<file path="src/design/cas_pkg.sv">
`timescale 1ns / 1ps
package cas_pkg;

  localparam int MAX_WAYS_DEF   = 8;
  localparam int MAX_SETS_DEF   = 256;
  localparam int COUNT_BITS_DEF = 16;

  localparam int TAG_W  = 32;
  localparam int PADDR_W = 5;

  localparam logic [2:0] REG_REPL   = 3'd0;
  localparam logic [2:0] REG_WMODE  = 3'd1;
  localparam logic [2:0] REG_OFFSET = 3'd2;
  localparam logic [2:0] REG_INDEX  = 3'd3;
  localparam logic [2:0] REG_WAYS   = 3'd4;

  typedef enum logic {ST_IDLE, ST_LOOKUP} st_t;

  typedef struct packed {
    logic       repl_lfu;
    logic       write_thru;
    logic [3:0] offset_bits;
    logic [3:0] index_bits;
    logic [3:0] ways_in_use;
  } cfg_t;

  typedef struct packed {
    logic       hit;
    logic       miss;
    logic [2:0] way;
    logic       write_back;
    logic [1:0] traffic;
  } res_t;

endpackage

</file>
<file path="src/design/cas_policy.sv">
`timescale 1ns / 1ps
module cas_policy
  import cas_pkg::*;
#(
  parameter int MAX_WAYS   = MAX_WAYS_DEF,
  parameter int COUNT_BITS = COUNT_BITS_DEF,
  parameter int LINE_W     = 2 + TAG_W + COUNT_BITS,
  parameter int ROW_W      = MAX_WAYS * LINE_W + COUNT_BITS
) (
  input  cfg_t               cfg,
  input  logic               is_write,
  input  logic [TAG_W-1:0]   tag,
  input  logic [ROW_W-1:0]   row_in,
  output logic [ROW_W-1:0]   row_out,
  output res_t               res
);

  localparam int WW  = (MAX_WAYS > 1) ? $clog2(MAX_WAYS) : 1;
  localparam int NWW = $clog2(MAX_WAYS + 1);
  localparam logic [COUNT_BITS-1:0] CMAX = '1;

  function automatic logic [COUNT_BITS-1:0] sat_inc(input logic [COUNT_BITS-1:0] v);
    sat_inc = (v == CMAX) ? CMAX : v + 1'b1;
  endfunction

  logic                  vld [MAX_WAYS];
  logic                  drt [MAX_WAYS];
  logic [TAG_W-1:0]      tg  [MAX_WAYS];
  logic [COUNT_BITS-1:0] cnt [MAX_WAYS];
  logic [COUNT_BITS-1:0] cnt_n [MAX_WAYS];
  logic                  vld_n [MAX_WAYS];
  logic                  drt_n [MAX_WAYS];
  logic [TAG_W-1:0]      tg_n  [MAX_WAYS];
  logic [COUNT_BITS-1:0] set_age, set_age_n, best, age;
  logic [NWW-1:0]        nw;
  logic [WW-1:0]         hway, vway;
  logic                  hit, found, alloc, wb;

  always_comb begin
    for (int w = 0; w < MAX_WAYS; w++) begin
      vld[w] = row_in[w*LINE_W + LINE_W - 1];
      drt[w] = row_in[w*LINE_W + LINE_W - 2];
      tg[w]  = row_in[w*LINE_W + COUNT_BITS +: TAG_W];
      cnt[w] = row_in[w*LINE_W +: COUNT_BITS];
    end
    set_age = row_in[MAX_WAYS*LINE_W +: COUNT_BITS];

    if (cfg.ways_in_use == 4'd0) nw = NWW'(1);
    else if (32'(cfg.ways_in_use) > MAX_WAYS) nw = NWW'(MAX_WAYS);
    else nw = NWW'(cfg.ways_in_use);

    hit  = 1'b0;
    hway = '0;
    for (int w = MAX_WAYS - 1; w >= 0; w--) begin
      if (w < int'(nw) && vld[w] && tg[w] == tag) begin
        hit  = 1'b1;
        hway = WW'(w);
      end
    end

    found = 1'b0;
    vway  = '0;
    for (int w = MAX_WAYS - 1; w >= 0; w--) begin
      if (w < int'(nw) && !vld[w]) begin
        found = 1'b1;
        vway  = WW'(w);
      end
    end
    best = cnt[0];
    if (!found) begin
      for (int w = 1; w < MAX_WAYS; w++) begin
        if (w < int'(nw) && (cfg.repl_lfu ? (cnt[w] < best) : (cnt[w] > best))) begin
          best = cnt[w];
          vway = WW'(w);
        end
      end
    end

    for (int w = 0; w < MAX_WAYS; w++) begin
      cnt_n[w] = cnt[w];
      vld_n[w] = vld[w];
      drt_n[w] = drt[w];
      tg_n[w]  = tg[w];
    end
    set_age_n = set_age;
    age       = cnt[hway];
    alloc     = !hit && !(is_write && cfg.write_thru);
    wb        = 1'b0;
    res.traffic = 2'd0;

    if (hit) begin
      if (is_write) begin
        if (!cfg.write_thru) drt_n[hway] = 1'b1;
        else res.traffic = 2'd1;
      end
      if (cfg.repl_lfu) begin
        cnt_n[hway] = sat_inc(cnt[hway]);
      end else begin
        for (int w = 0; w < MAX_WAYS; w++) begin
          if (w < int'(nw) && cnt[w] < age) cnt_n[w] = sat_inc(cnt[w]);
        end
        cnt_n[hway] = '0;
      end
    end else begin
      res.traffic = 2'd1;
      if (alloc) begin
        if (cfg.repl_lfu) begin
          set_age_n   = cnt[vway];
          cnt_n[vway] = sat_inc(cnt[vway]);
        end else begin
          for (int w = 0; w < MAX_WAYS; w++) begin
            if (w < int'(nw)) cnt_n[w] = sat_inc(cnt[w]);
          end
          cnt_n[vway] = '0;
        end
        if (vld[vway] && drt[vway]) begin
          wb          = 1'b1;
          res.traffic = 2'd2;
        end
        tg_n[vway]  = tag;
        vld_n[vway] = 1'b1;
        drt_n[vway] = is_write && !cfg.write_thru;
      end
    end

    for (int w = 0; w < MAX_WAYS; w++) begin
      row_out[w*LINE_W +: LINE_W] = {vld_n[w], drt_n[w], tg_n[w], cnt_n[w]};
    end
    row_out[MAX_WAYS*LINE_W +: COUNT_BITS] = set_age_n;

    res.hit        = hit;
    res.miss       = !hit;
    res.write_back = wb;
    res.way        = hit ? 3'(hway) : (alloc ? 3'(vway) : 3'd0);
  end

endmodule

</file>
<file path="config.mk">
export PLATFORM = sky130hd
export DESIGN_NAME = cas_policy
export DESIGN_NICKNAME = d
export VERILOG_FILES = /design/src/design/cas_pkg.sv /design/src/design/cas_policy.sv
export SDC_FILE = /design/constraint.sdc
export NUM_CORES = 2
export LEC_CHECK = 0
export ABC_AREA = 1
export BUFFER_PORTS_ARGS = -buffer_cell sky130_fd_sc_hd__buf_4
export CAP_MARGIN = 15
export CORE_AREA = 2 2 340 342
export DETAILED_ROUTE_END_ITERATION = 7
export DIE_AREA = 0 0 342 344
export PLACE_DENSITY_LB_ADDON = 0.25
export SLEW_MARGIN = 20
export SYNTH_ARGS = -nofsm -noshare
export SYNTH_HDL_FRONTEND = slang
export SYNTH_SLANG_ARGS = --single-unit
</file>
<file path="constraint.sdc">
create_clock -name vclk -period 20.2
set_input_delay 4.04 -clock vclk [all_inputs]
set_output_delay 4.04 -clock vclk [all_outputs]
set_load 0.03 [all_outputs]
</file>
==> impl_metrics.json <==
{
  "fin_crit_ns": 22.26,
  "numPortBuffers": 879,
  "end_kind": "output port",
  "syn-cell-area_sq_um": 29600,
  "setup_viol": 422,
  "drt-initial-drc-count": 6384,
  "maxSlewHeadroom": 0.108,
  "grt_remaining_overflow": 0,
  "yosysMostFrequentCell": "nand2_1",
  "critical_path_class": "in -> out",
  "rsz0062_at_grt": "yes",
  "hold_class": "in -> out",
  "drtPass1Iterations": 6,
  "fillers": 12700,
  "ant_nets": 0,
  "final_core_util": 0.417,
  "placed_cells": 8307,
  "synth.yosys.warnings": 0,
  "synth_top_area_frac": 0.187,
  "dieArea_sq_um": 118000,
  "cp_max_fo": 8,
  "dp_slack_ns": -2.99,
  "rows": 124,
  "violations": "negative setup slack",
  "drt-wirelength-per-cell_um": 34.9,
  "drcViolationCount": 0,
  "yosysUniqueCellTypes": 70,
  "grt_pass1_wl_mm": 392,
  "synthTopCellsByArea": "nand2_1, o21ai_0, ha_1",
  "worstPathRequired_ns": 16.16,
  "slowest_stage": "a221o_1",
  "setup_slack_ns": -2.06,
  "layoutNonFillerInstCount": 8543,
  "start_kind": "input port",
  "slew_viol_final": 0,
  "max_stage_delay_ns": 0.41,
  "n_clock_buffer": 0,
  "min_period_over_period": 1.10,
  "viasPerCell": 6.04,
  "io_pins": 887,
  "hold_slack_ns": 8.42,
  "tightest_slew_ns": 1.34,
  "cp_common_cell": "nand2_2",
  "hold_violations": 0,
  "wl_mm": 298,
  "initial_core_util": 0.260,
  "ys_seq_area_frac": 0,
  "die_h_um": 344,
  "cp-startpoint": "row_in[7]",
  "synth_largest_area_cell": "nand2_1",
  "coreArea_sq_um": 114000,
  "layout.area.seq_sq_um": 0,
  "dp_hpwl_mm": 231,
  "crit_arrival_ns": 18.22,
  "final_layout_size_suffix_gt1_frac": 0.344,
  "drv_cap": 0,
  "antenna_found_initial": 55,
  "syn_nets": 6380,
  "clock.fmax_ghz": 0.0449,
  "grt_util_all_layers": 0.477,
  "die_x_um": 342,
  "hold_depth": 4,
  "seq_cells": 0,
  "hold_start": "row_in[411]",
  "synthTopCellsByCount": "nand2_1, o21ai_0, a21oi_1",
  "grt_max_degree": 110,
  "areaGrowthSynthToFinish_pct": 60.4,
  "nets": 7675,
  "gp_congestion": 1.09,
  "synthCells": 5679,
  "synth.avg_cell_area_sq_um": 5.22,
  "num_vias": 51600,
  "grt_pass1_vias": 47200,
  "status": "finished with violations"
}
-- cell usage in the layout (no fill, tap or decap), drive strengths merged, types with 36 or more instances in the layout --
cell,count
o22ai,111
buf,1667
nor4,61
nor3,113
o21ai,1042
clkinv,36
a221oi,37
nand4,85
ha,238
diode,59
inv,498
nand2,1541
nor2,344
nand3,219
xor2,125
a21oi,568
-- through the flow --
step / instance area, sq um / TNS, ns
global placement: 41900 / -845.43
finish: 47500 / -564.81
global route: 47400 / -799.50
floorplan: 30100 / 0
detailed placement: 41900 / -866.02
CTS: 45600 / -453.85
-- layer usage --
layer	wire length [um]	GRT usage	vias up
met1	101000	0.510	24400
li1	-	-	22300
met5	79	0	-
met4	37900	0.499	14
met3	32500	0.145	1204
met2	127000	0.732	3768
-- worst max-delay path: cells and delay by family --
kind	cells	cell delay, ns
compound gates	30	5.16
buf+inv	20	2.44
fa+ha+maj	7	1.87
simple gates	47	4.60
-- logic make-up after synthesis --
logic type               share of synthesized area
AO/OA/AOI/OAI                                0.371
XOR/XNOR                                    0.0446
adder cells (fa/ha/maj)                      0.101
buffers and inverters                        0.136
AND/OR/NAND/NOR                              0.348
-- worst paths after layout --
path | endpoint | slack (ns)
max | row_out[260] | -2.06
min | row_out[411] | 8.42
-- final cells by class --
type	count	area, sq um	share of cell area
multi-input cells	4766	28900	0.608
repair buffers	1668	14500	0.305
inverters	538	2100	0.0441
well taps	1512	1890	0.0398
diodes	59	148	0.00311
-- what timing repair did --
action,4_1_cts,5_1_grt
endpoints found under the hold margin,0,0
buffers inserted,93,78
pin swaps,214,220
endpoints found under the setup margin,422,422
hold buffers,0,0
resized for setup,740,322
cloned,22,2
