===== src/design/cas_pkg.sv =====
`timescale 1ns / 1ps
package cas_pkg;

  localparam int MAX_WAYS_DEF   = 8;
  localparam int MAX_SETS_DEF   = 256;
  localparam int COUNT_BITS_DEF = 16;

  localparam int TAG_W  = 32;
  localparam int PADDR_W = 5;

  localparam logic [2:0] REG_REPL   = 3'd0;
  localparam logic [2:0] REG_WMODE  = 3'd1;
  localparam logic [2:0] REG_OFFSET = 3'd2;
  localparam logic [2:0] REG_INDEX  = 3'd3;
  localparam logic [2:0] REG_WAYS   = 3'd4;

  typedef enum logic {ST_IDLE, ST_LOOKUP} st_t;

  typedef struct packed {
    logic       repl_lfu;
    logic       write_thru;
    logic [3:0] offset_bits;
    logic [3:0] index_bits;
    logic [3:0] ways_in_use;
  } cfg_t;

  typedef struct packed {
    logic       hit;
    logic       miss;
    logic [2:0] way;
    logic       write_back;
    logic [1:0] traffic;
  } res_t;

endpackage


===== src/design/cas_cfg.sv =====
`timescale 1ns / 1ps
module cas_cfg
  import cas_pkg::*;
(
  input  logic                clk,
  input  logic                rst,
  input  logic                psel,
  input  logic                penable,
  input  logic                pwrite,
  input  logic [PADDR_W-1:0]  paddr,
  input  logic [31:0]         pwdata,
  output logic [31:0]         prdata,
  output logic                pready,
  output cfg_t                cfg
);

  logic [2:0] reg_sel;

  assign pready  = 1'b1;
  assign reg_sel = paddr[4:2];

  always_ff @(posedge clk) begin
    if (rst) begin
      cfg.repl_lfu    <= 1'b0;
      cfg.write_thru  <= 1'b0;
      cfg.offset_bits <= 4'd4;
      cfg.index_bits  <= 4'd8;
      cfg.ways_in_use <= 4'd8;
    end else if (psel && penable && pwrite) begin
      case (reg_sel)
        REG_REPL:   cfg.repl_lfu    <= pwdata[0];
        REG_WMODE:  cfg.write_thru  <= pwdata[0];
        REG_OFFSET: cfg.offset_bits <= pwdata[3:0];
        REG_INDEX:  cfg.index_bits  <= pwdata[3:0];
        REG_WAYS:   cfg.ways_in_use <= pwdata[3:0];
        default: ;
      endcase
    end
  end

  always_comb begin
    case (reg_sel)
      REG_REPL:   prdata = {31'd0, cfg.repl_lfu};
      REG_WMODE:  prdata = {31'd0, cfg.write_thru};
      REG_OFFSET: prdata = {28'd0, cfg.offset_bits};
      REG_INDEX:  prdata = {28'd0, cfg.index_bits};
      REG_WAYS:   prdata = {28'd0, cfg.ways_in_use};
      default:    prdata = 32'd0;
    endcase
  end

endmodule


===== config.mk =====
export PLATFORM = sky130hd
export DESIGN_NAME = cas_cfg
export DESIGN_NICKNAME = d
export VERILOG_FILES = /design/src/design/cas_pkg.sv /design/src/design/cas_cfg.sv
export SDC_FILE = /design/constraint.sdc
export NUM_CORES = 1
export LEC_CHECK = 0
export BUFFER_PORTS_ARGS = -buffer_cell sky130_fd_sc_hd__buf_2
export CELL_PAD_IN_SITES_DETAIL_PLACEMENT = 0
export CELL_PAD_IN_SITES_GLOBAL_PLACEMENT = 1
export CORE_MARGIN = 2
export CORE_UTILIZATION = 26
export CTS_CLUSTER_SIZE = 8
export DETAILED_ROUTE_END_ITERATION = 8
export GPL_TIMING_DRIVEN = 0
export MAX_ROUTING_LAYER = met4
export PLACE_DENSITY_LB_ADDON = 0.1
export SETUP_SLACK_MARGIN = 0.3
export SYNTH_ARGS = -nofsm -noshare
export SYNTH_HDL_FRONTEND = slang
export SYNTH_SLANG_ARGS = --single-unit

===== constraint.sdc =====
create_clock -name clk -period 2 [get_ports clk]
set_input_delay 0.2 -clock clk [delete_from_list [all_inputs] [get_ports clk]]
set_output_delay 0.2 -clock clk [all_outputs]
set_load 0.03 [all_outputs]

==> qor.yml, run 1 <==
syn2layout_area_growth_pct: 35.3
die_w_um: 65.4
cts.path.max_buffers: 2
fmax_mhz: 710
viasPerCell: 3.58
clock_latency_ns: 0.24
path_depth: 4
io_pins: 89
hold_violations: 0
synth.distinct_cells: 19
finalMaxSlewViolations: 0
holdBufCountCts: 0
post_cts_resized: 0
crit_slowest_cell: "dfxtp_1"
crit_path_start_kind: "register"
crit_type: "register to primary output"
r2r_slack_ns: 1.38
routabilityCongestion: 0.768
grt_max_degree: 11
seq_area_frac_synth_pct: 28.6
cp_max_fo: 3
drt_wl_total_um: 2070
skew_ns: 0
hp-class: "primary input to register"
synth_area_leaders: "dfxtp_1 29%, buf_4 22%, mux2i_1 19%, nand2b_1 9.6%, buf_6 3.4%"
cts.clk_slew.worst_paths_ns: 0.06
end_kind: "primary output"
finalSetupTns_ns: 0
postCtsSetupRepairBufs: 0
die_h_um: 65.4
pre_cts_slack_ns: 0.574
rows: 22
h-tree-depth: 1
syn_inst: 109
seq_area_um2: 280
r2r_cells: 2
reg2reg_to: "cfg[8]"
path_cells: "mux2i_1, o21ai_0, o21a_1, buf_2"
period_share_pct: 70.4
maxSlewHeadroom_pct: 66.5
tightest_slew_ns: 0.501
antenna_found_initial: 0
fillCellCount: 400
start_util_pct: 27.0
multi_input_area_um2: 543
reg.largest.list: "cfg: 14 flops"
place_hpwl_um: 1630
path_delay_family: "flip-flops"
p_per_area_mw_per_mm2: 563
drive_gt1_share_pct: 39.8
cap_violations: 0
post_drt_wl_per_cell_um: 9.65
synth.ff_latch_count: 14
arrival_ns: 1.21
via_count: 766
cts.sinks: 14
cp-endpoint: "prdata[0]"
p_leak_nw: 0.698
dr.pass1.iters: 3
yosys_warnings: 0
die_area_mm2: 0.00428
syn_area_um2: 981
finalSetupViolations: 0
power.total_w: 0.000748
grt_pass1_wl_um: 3200
r2r-start: "cfg[8]"
ir_drop_v: 0.000254
cts-root-buf: "clkbuf_8"
crit_buf_inv: 1
antennaDiodeCount: 0
cts_tree: "built"
drtIter0Drc: 13
coreArea_mm2: 0.00363
regMostFlops: "cfg"
rsz0062_at_grt: "false"
num-nets-final: 209
yosys.area.top_type_share_pct: 28.6
first_global_vias: 667
port_buffers: 26
max_stage_delay_ns: 0.35
cp-startpoint: "cfg[4]"
detail_route.drc_violations: 0
numCtsBuffers: 3
setup_slack_ns: 0.592
outcome: "completed"
required_ns: 1.80
syn_area_per_cell_um2: 9.00
ant_nets: 0
fin_crit_ns: 1.41
gr-usage-all-layers_pct: 10.3
yosysTopAreaCell: "dfxtp_1"
grt_overflow: 0
largest_register_ffs: 14
==> power by group <==
group | switching (W) | total [W] | internal (W)
clock | 0.000101 | 0.000275 | 0.000174
combinational | 0.000120 | 0.000190 | 0.0000700
sequential | 0.00000158 | 0.000283 | 0.000281
==> cells by family after synthesis <==
group / synth area share, %
flip-flops: 28.6
multiplexers: 19.4
buffers and inverters: 26.4
AO/OA/AOI/OAI: 3.44
other: 0.766
AND/OR/NAND/NOR: 21.4
==> worst min-delay path: cells and delay by family <==
| kind | cells | cell delay [ns] |
|---|---|---|
| mux | 1 | 0.11 |
| simple gates | 1 | 0.04 |
| buf+inv | 1 | 0.09 |
==> how the worst min path moves through the flow <==
| stage | from | endpoint | slack (ns) | cells past startpoint |
|---|---|---|---|---|
| 3_5_place_dp | cfg[11] | cfg[11] | 0.48 | 2 |
| 2_1_floorplan | pwdata[3] | cfg[11] | 0.36 | 2 |
| 4_1_cts | pwdata[2] | cfg[10] | 0.23 | 3 |
| 3_3_place_gp | pwdata[3] | cfg[11] | 0.48 | 3 |
| 5_1_grt | pwdata[3] | cfg[11] | 0.26 | 3 |
| 6_report | pwdata[2] | cfg[10] | 0.23 | 3 |
==> Yosys cell counts <==
| master | n |
|---|---|
| buf_4 | 29 |
| mux2i_1 | 19 |
| nand2b_1 | 15 |
| dfxtp_1 | 14 |
| nor2_1 | 7 |
| nand2_1 | 5 |
| o21ai_0 | 4 |
| buf_6 | 3 |
| clkbuf_1 | 2 |
| conb_1 | 2 |
| and4b_4 | 1 |
| nand2b_4 | 1 |
| nand3b_2 | 1 |
| nand4_1 | 1 |
| nor2b_4 | 1 |
| nor3_1 | 1 |
| nor3b_1 | 1 |
| o21a_1 | 1 |
| o22ai_1 | 1 |
==> layer usage <==
metal  track usage (%)  part of all wire [%]  wire, µm  vias to the layer above
met5                 -                     0         0                        -
met1              13.5                    48      1000                      317
li1                  -                     -         -                      414
met3              2.74                   8.6       177                        2
met4              3.13                  0.63        13                        0
met2              15.4                    42       874                       33
==> layout by cell type, fill, tap and decap left out, drive strengths merged, types with 4 or more instances in the layout <==
cell type / synthesis / final
mux2i: 19 / 19
conb: 2 / 29
dfxtp: 14 / 14
buf: 32 / 58
nor2: 7 / 7
o21ai: 4 / 4
clkbuf: 2 / 6
nand2: 5 / 5
nand2b: 16 / 16
==> per-stage QoR <==
stage	instance area [µm²]	utilization (%)	cells	hold WS (ns)
after floorplan	1080	-	136	0.355
after global placement	1270	35.0	210	0.477
after detailed placement	1270	35.0	210	0.481
after CTS	1330	36.5	214	0.228
after global routing	1330	36.5	214	0.259
final	1330	36.5	214	0.233
==> area by class of cell <==
cell class / count / share of cell area, %
plain buffers: 34 / 19.5
well taps: 48 / 4.52
flip-flops and latches: 14 / 21.1
repair buffers: 26 / 9.80
clock buffers: 4 / 4.15
multi-input cells: 88 / 40.9
No activity file was read; power rests on OpenSTA's default activity.
==> inputs of run 2 (changes only) <==
--- a/config.mk
+++ b/config.mk
@@ -9,7 +9,7 @@
 export CELL_PAD_IN_SITES_DETAIL_PLACEMENT = 0
 export CELL_PAD_IN_SITES_GLOBAL_PLACEMENT = 1
 export CORE_MARGIN = 2
-export CORE_UTILIZATION = 26
+export CORE_UTILIZATION = 22
 export CTS_CLUSTER_SIZE = 8
 export DETAILED_ROUTE_END_ITERATION = 8
 export GPL_TIMING_DRIVEN = 0
==> constraint.sdc (replaced) <==
create_clock -name clk -period 1.2 [get_ports clk]
set_input_delay 0.12 -clock clk [delete_from_list [all_inputs] [get_ports clk]]
set_output_delay 0.12 -clock clk [all_outputs]
set_load 0.03 [all_outputs]
==> qor.yml, run 2 (synthesized netlist as in run 1, its figures left out) <==
drt_wl_total_um: 2320  # +12%
crit_type: "register to primary output"
holdBufCountCts: 0  # unchanged
drtIter0Drc: 12  # -1
r2r_slack_ns: 0.48  # -0.90 ns
antenna_found_initial: 0  # unchanged
r2r_cells: 3  # +1
via_count: 808  # +5.5%
syn2layout_area_growth_pct: 56.2
first_global_vias: 726  # +8.8%
ant_nets: 0  # unchanged
num-nets-final: 214  # +2.4%
arrival_ns: 1.15  # -0.06 ns
p_per_area_mw_per_mm2: 786  # +40%
grt_pass1_wl_um: 3540  # +11%
largest_register_ffs: 14  # unchanged
rows: 24  # +9.1%
power.total_w: 0.00121  # +61%
cts.sinks: 14  # unchanged
fin_crit_ns: 1.27
violations: "setup timing"
r2r-start: "cfg[10]"
cp_max_fo: 3  # unchanged
routabilityCongestion: 0.783  # +1.9%
p_leak_nw: 0.752  # +7.8%
crit_path_start_kind: "register"
reg2reg_to: "cfg[10]"
coreArea_mm2: 0.00432  # +19%
post_drt_wl_per_cell_um: 10.4  # +7.8%
port_buffers: 26  # unchanged
final_cell_mix: "36 x buf_4, 29 x conb_1, 17 x buf_6, 17 x mux2i_1, 15 x nand2b_1"
drive_gt1_share_pct: 53.8  # +14 points
ir_drop_v: 0.000427  # +68%
rsz0062_at_grt: "true"
required_ns: 1.08  # -0.72 ns
hold_violations: 0  # unchanged
clock_latency_ns: 0.24  # about the same
cap_violations: 0  # unchanged
start_util_pct: 22.7  # -4.3 points
die_area_mm2: 0.00501  # +17%
io_pins: 89  # unchanged
setup_slack_ns: -0.0685  # -0.661 ns
pre_cts_slack_ns: -0.0495  # -0.624 ns
layout_commonest_cell: "buf_4"
regMostFlops: "cfg"
die_w_um: 70.8  # +8.2%
fmax_mhz: 788
finalSetupViolations: 1  # +1
skew_ns: 0  # unchanged
cts.clk_slew.worst_paths_ns: 0.06  # about the same
end_kind: "primary output"
cts.path.max_buffers: 2  # unchanged
period_share_pct: 106
antennaDiodeCount: 0  # unchanged
cp-startpoint: "cfg[12]"
cts-root-buf: "clkbuf_8"
hp-class: "primary input to register"
numCtsBuffers: 3  # unchanged
h-tree-depth: 1  # unchanged
detail_route.drc_violations: 0  # unchanged
cp-endpoint: "prdata[0]"
grt_max_degree: 11  # unchanged
dr.pass1.iters: 4  # +1
viasPerCell: 3.62  # +1.2%
die_h_um: 70.8  # +8.2%
outcome: "finished, violations left"
grt_overflow: 0  # unchanged
cts_tree: "built"
gr-usage-all-layers_pct: 9.38  # -0.88 points
reg.largest.list: "cfg: 14 flops"
finalMaxSlewViolations: 0  # unchanged
-- run 2: per-stage QoR --
step	instance area, µm²	TNS, ns	instances	hold WS (ns)	utilization (%)
floorplan	1140	0	136	0.265	-
global placement	1330	-0.0876	214	0.385	30.8
detailed placement	1330	-0.135	214	0.395	30.8
CTS	1500	-0.0720	222	0.136	34.7
global route	1530	-0.128	223	0.148	35.4
finish	1530	-0.0685	223	0.135	35.4
-- run 2: worst max-delay path, stage by stage (launching register included) --
cell and delay [ns]:
dfxtp_4 0.34, mux2i_1 0.13, o22ai_1 0.09, o21a_2 0.21
buf_6 0.14
-- run 2: cell type report --
cell class                 count  area, µm²
tap                           52       65.1
clock buffer                   4       45.0
buffer                        34        268
multi-input combinational     88        571
sequential                    14        318
fill                         458       2790
timing repair buffer          31        267
-- run 2: power breakdown --
| part | leakage, nW | internal, W | switching (W) |
|---|---|---|---|
| Sequential | 0.120 | 0.000452 | 0.00000301 |
| Clock | 0.0228 | 0.000235 | 0.000169 |
| Combinational | 0.609 | 0.000138 | 0.000208 |
-- run 2: worst min-delay path by stage --
stage / depth (start not counted) / from / to / slack (ns)
3_5_place_dp: 3 / pwdata[3] / cfg[11] / 0.40
5_1_grt: 3 / pwdata[3] / cfg[11] / 0.15
3_3_place_gp: 3 / pwdata[3] / cfg[11] / 0.39
6_report: 3 / pwdata[3] / cfg[11] / 0.14
2_1_floorplan: 2 / pwdata[3] / cfg[11] / 0.26
4_1_cts: 3 / pwdata[3] / cfg[11] / 0.14
-- run 2: what timing repair did --
item                       4_1_cts  5_1_grt
setup endpoints to repair       20       13
buffers inserted                 4        1
pin swaps                        3        0
resized for setup               31        9
-- run 2: routing by layer --
layer / global-route usage (%) / share of wire [%]
met1: 11.0 / 42
met2: 15.8 / 50
met3: 2.14 / 7.0
met4: 3.14 / 0.43
met5: - / 0
==> inputs of run 3 (changes only) <==
--- a/config.mk
+++ b/config.mk
@@ -9,7 +9,7 @@
 export CELL_PAD_IN_SITES_DETAIL_PLACEMENT = 0
 export CELL_PAD_IN_SITES_GLOBAL_PLACEMENT = 1
 export CORE_MARGIN = 2
-export CORE_UTILIZATION = 22
+export CORE_UTILIZATION = 24
 export CTS_CLUSTER_SIZE = 8
 export DETAILED_ROUTE_END_ITERATION = 8
 export GPL_TIMING_DRIVEN = 0
==> constraint.sdc (replaced) <==
create_clock -name clk -period 1.4 [get_ports clk]
set_input_delay 0.14 -clock clk [delete_from_list [all_inputs] [get_ports clk]]
set_output_delay 0.14 -clock clk [all_outputs]
set_load 0.03 [all_outputs]
==> qor.yml, run 3 (synthesized netlist as in run 1, its figures left out) <==
die_area_mm2: 0.00461  # -7.9%
hp-class: "primary input to register"
largest_register_ffs: 14  # unchanged
ant_nets: 0  # unchanged
seq_area_um2: 287  # -9.8%
detail_route.drc_violations: 0  # unchanged
regMostFlops: "cfg"
hold_start: "pwdata[3]"
cp-startpoint: "cfg[12]"
crit_type: "register to primary output"
crit_path_start_kind: "register"
antennaDiodeCount: 0  # unchanged
drive_gt1_share_pct: 46.4  # -7.4 points
end_kind: "primary output"
fmax_mhz: 797
r2r-start: "cfg[13]"
syn2layout_area_growth_pct: 40.4
fillCellCount: 434  # -5.2%
drt_wl_total_um: 2270  # -2.2%
placed_cell_area_mm2: 0.00129  # -3.0%
via_count: 811  # +0.37%
start_util_pct: 24.7  # +2.0 points
cts.sinks: 14  # unchanged
setup_slack_ns: 0.145  # +0.213 ns
reg.largest.list: "cfg: 14 flops"
cts.clk_slew.worst_paths_ns: 0.06  # about the same
coreArea_mm2: 0.00397  # -8.2%
place_hpwl_um: 1800
gr-usage-all-layers_pct: 10.6  # +1.2 points
viasPerCell: 3.72  # +2.7%
layout_commonest_cell: "buf_4"
cts-root-buf: "clkbuf_8"
cp-endpoint: "prdata[0]"
cap_violations: 0  # unchanged
finalSetupViolations: 0  # -1
die_h_um: 67.9  # -4.0%
period_share_pct: 89.7
antenna_found_initial: 0  # unchanged
dr.pass1.iters: 4  # unchanged
arrival_ns: 1.12  # -0.03 ns
tightest_slew_ns: 0.507
holdBufCountCts: 0  # unchanged
grt_overflow: 0  # unchanged
grt_max_degree: 11  # unchanged
numCtsBuffers: 3  # unchanged
p_per_area_mw_per_mm2: 786  # about the same
power.total_w: 0.00108  # -10%
ir_drop_v: 0.000335  # -22%
path_cells: "mux2i_1, o22ai_1, o21a_2, buf_6"
crit_slowest_cell: "dfxtp_2"
cts_tree: "built"
rsz0062_at_grt: "true"
post_drt_wl_per_cell_um: 10.4  # about the same
die_w_um: 67.9  # -4.0%
final_cell_mix: "32 x buf_4, 29 x conb_1, 24 x buf_2, 19 x mux2i_1, 15 x nand2b_1"
r2r_cells: 3  # unchanged
r2r_slack_ns: 0.71  # +0.23 ns
fin_crit_ns: 1.26
clock_latency_ns: 0.24  # about the same
cp_max_fo: 2  # -1
h-tree-depth: 1  # unchanged
multi_input_area_um2: 561  # -1.8%
first_global_vias: 782  # +7.7%
pre_cts_slack_ns: 0.0491  # +0.0986 ns
finalSetupTns_ns: 0  # +0.0685 ns
max_stage_delay_ns: 0.32  # -0.02 ns
hold_violations: 0  # unchanged
reg2reg_to: "cfg[13]"
skew_ns: 0  # unchanged
port_buffers: 26  # unchanged
grt_pass1_wl_um: 3480  # -1.6%
rows: 23  # -4.2%
routabilityCongestion: 0.776  # -0.93%
drtIter0Drc: 14  # +2
maxSlewHeadroom_pct: 66.1
hold_slack_ns: 0.169  # +0.0338 ns
finalMaxSlewViolations: 0  # unchanged
outcome: "completed"
stdcell_area_mm2: 0.00138  # -10%
num-nets-final: 211  # -1.4%
required_ns: 1.26  # +0.18 ns
p_leak_nw: 0.721  # -4.2%
cts.path.max_buffers: 2  # unchanged
io_pins: 89  # unchanged
-- run 3: per-layer routing --
metal | vias to the layer above | global-route usage [%] | part of all wire (%)
met5 | - | - | 0
met1 | 356 | 12.1 | 42
met3 | 2 | 1.81 | 8.8
li1 | 417 | - | -
met2 | 36 | 18.2 | 49
met4 | 0 | 4.50 | 0.88
-- run 3: how the worst min path moves through the flow --
stage / slack (ns) / depth (start not counted) / to
5_1_grt: 0.18 / 3 / cfg[11]
6_report: 0.17 / 3 / cfg[11]
3_5_place_dp: 0.43 / 3 / cfg[10]
2_1_floorplan: 0.30 / 2 / cfg[11]
3_3_place_gp: 0.42 / 3 / cfg[11]
4_1_cts: 0.17 / 3 / cfg[11]
-- run 3: timing repair --
item                                    4_1_cts  5_1_grt
buffers inserted                              2        0
endpoints found under the setup margin        4        4
gates resized for setup                       3        4
-- run 3: final cells by class --
type | instances | area share (%)
buffer | 34 | 18.8
clock buffer | 4 | 4.00
multi-input combinational | 88 | 40.7
sequential | 14 | 20.8
tap | 50 | 4.54
timing repair buffer | 28 | 11.2
-- run 3: worst max-delay path: cells and delay by family, from the launching register on --
family | cells | cell delay [ns]
muxes | 1 | 0.13
buffers and inverters | 1 | 0.13
DFF | 1 | 0.32
AOI/OAI and AO/OA | 2 | 0.29
-- run 3: report_power, final --
| part | internal (W) | leakage [nW] | switching, W |
|---|---|---|---|
| Sequential | 0.000402 | 0.116 | 0.00000206 |
| Clock | 0.000249 | 0.0288 | 0.000148 |
| Combinational | 0.000106 | 0.576 | 0.000177 |
| Total | 0.000756 | 0.721 | 0.000327 |
-- run 3: through the flow --
stage / util (%) / instances
6_report: 34.7 / 218
5_1_grt: 34.7 / 218
4_1_cts: 34.6 / 218
3_5_place_dp: 32.5 / 212
3_3_place_gp: 32.5 / 212
2_1_floorplan: - / 136
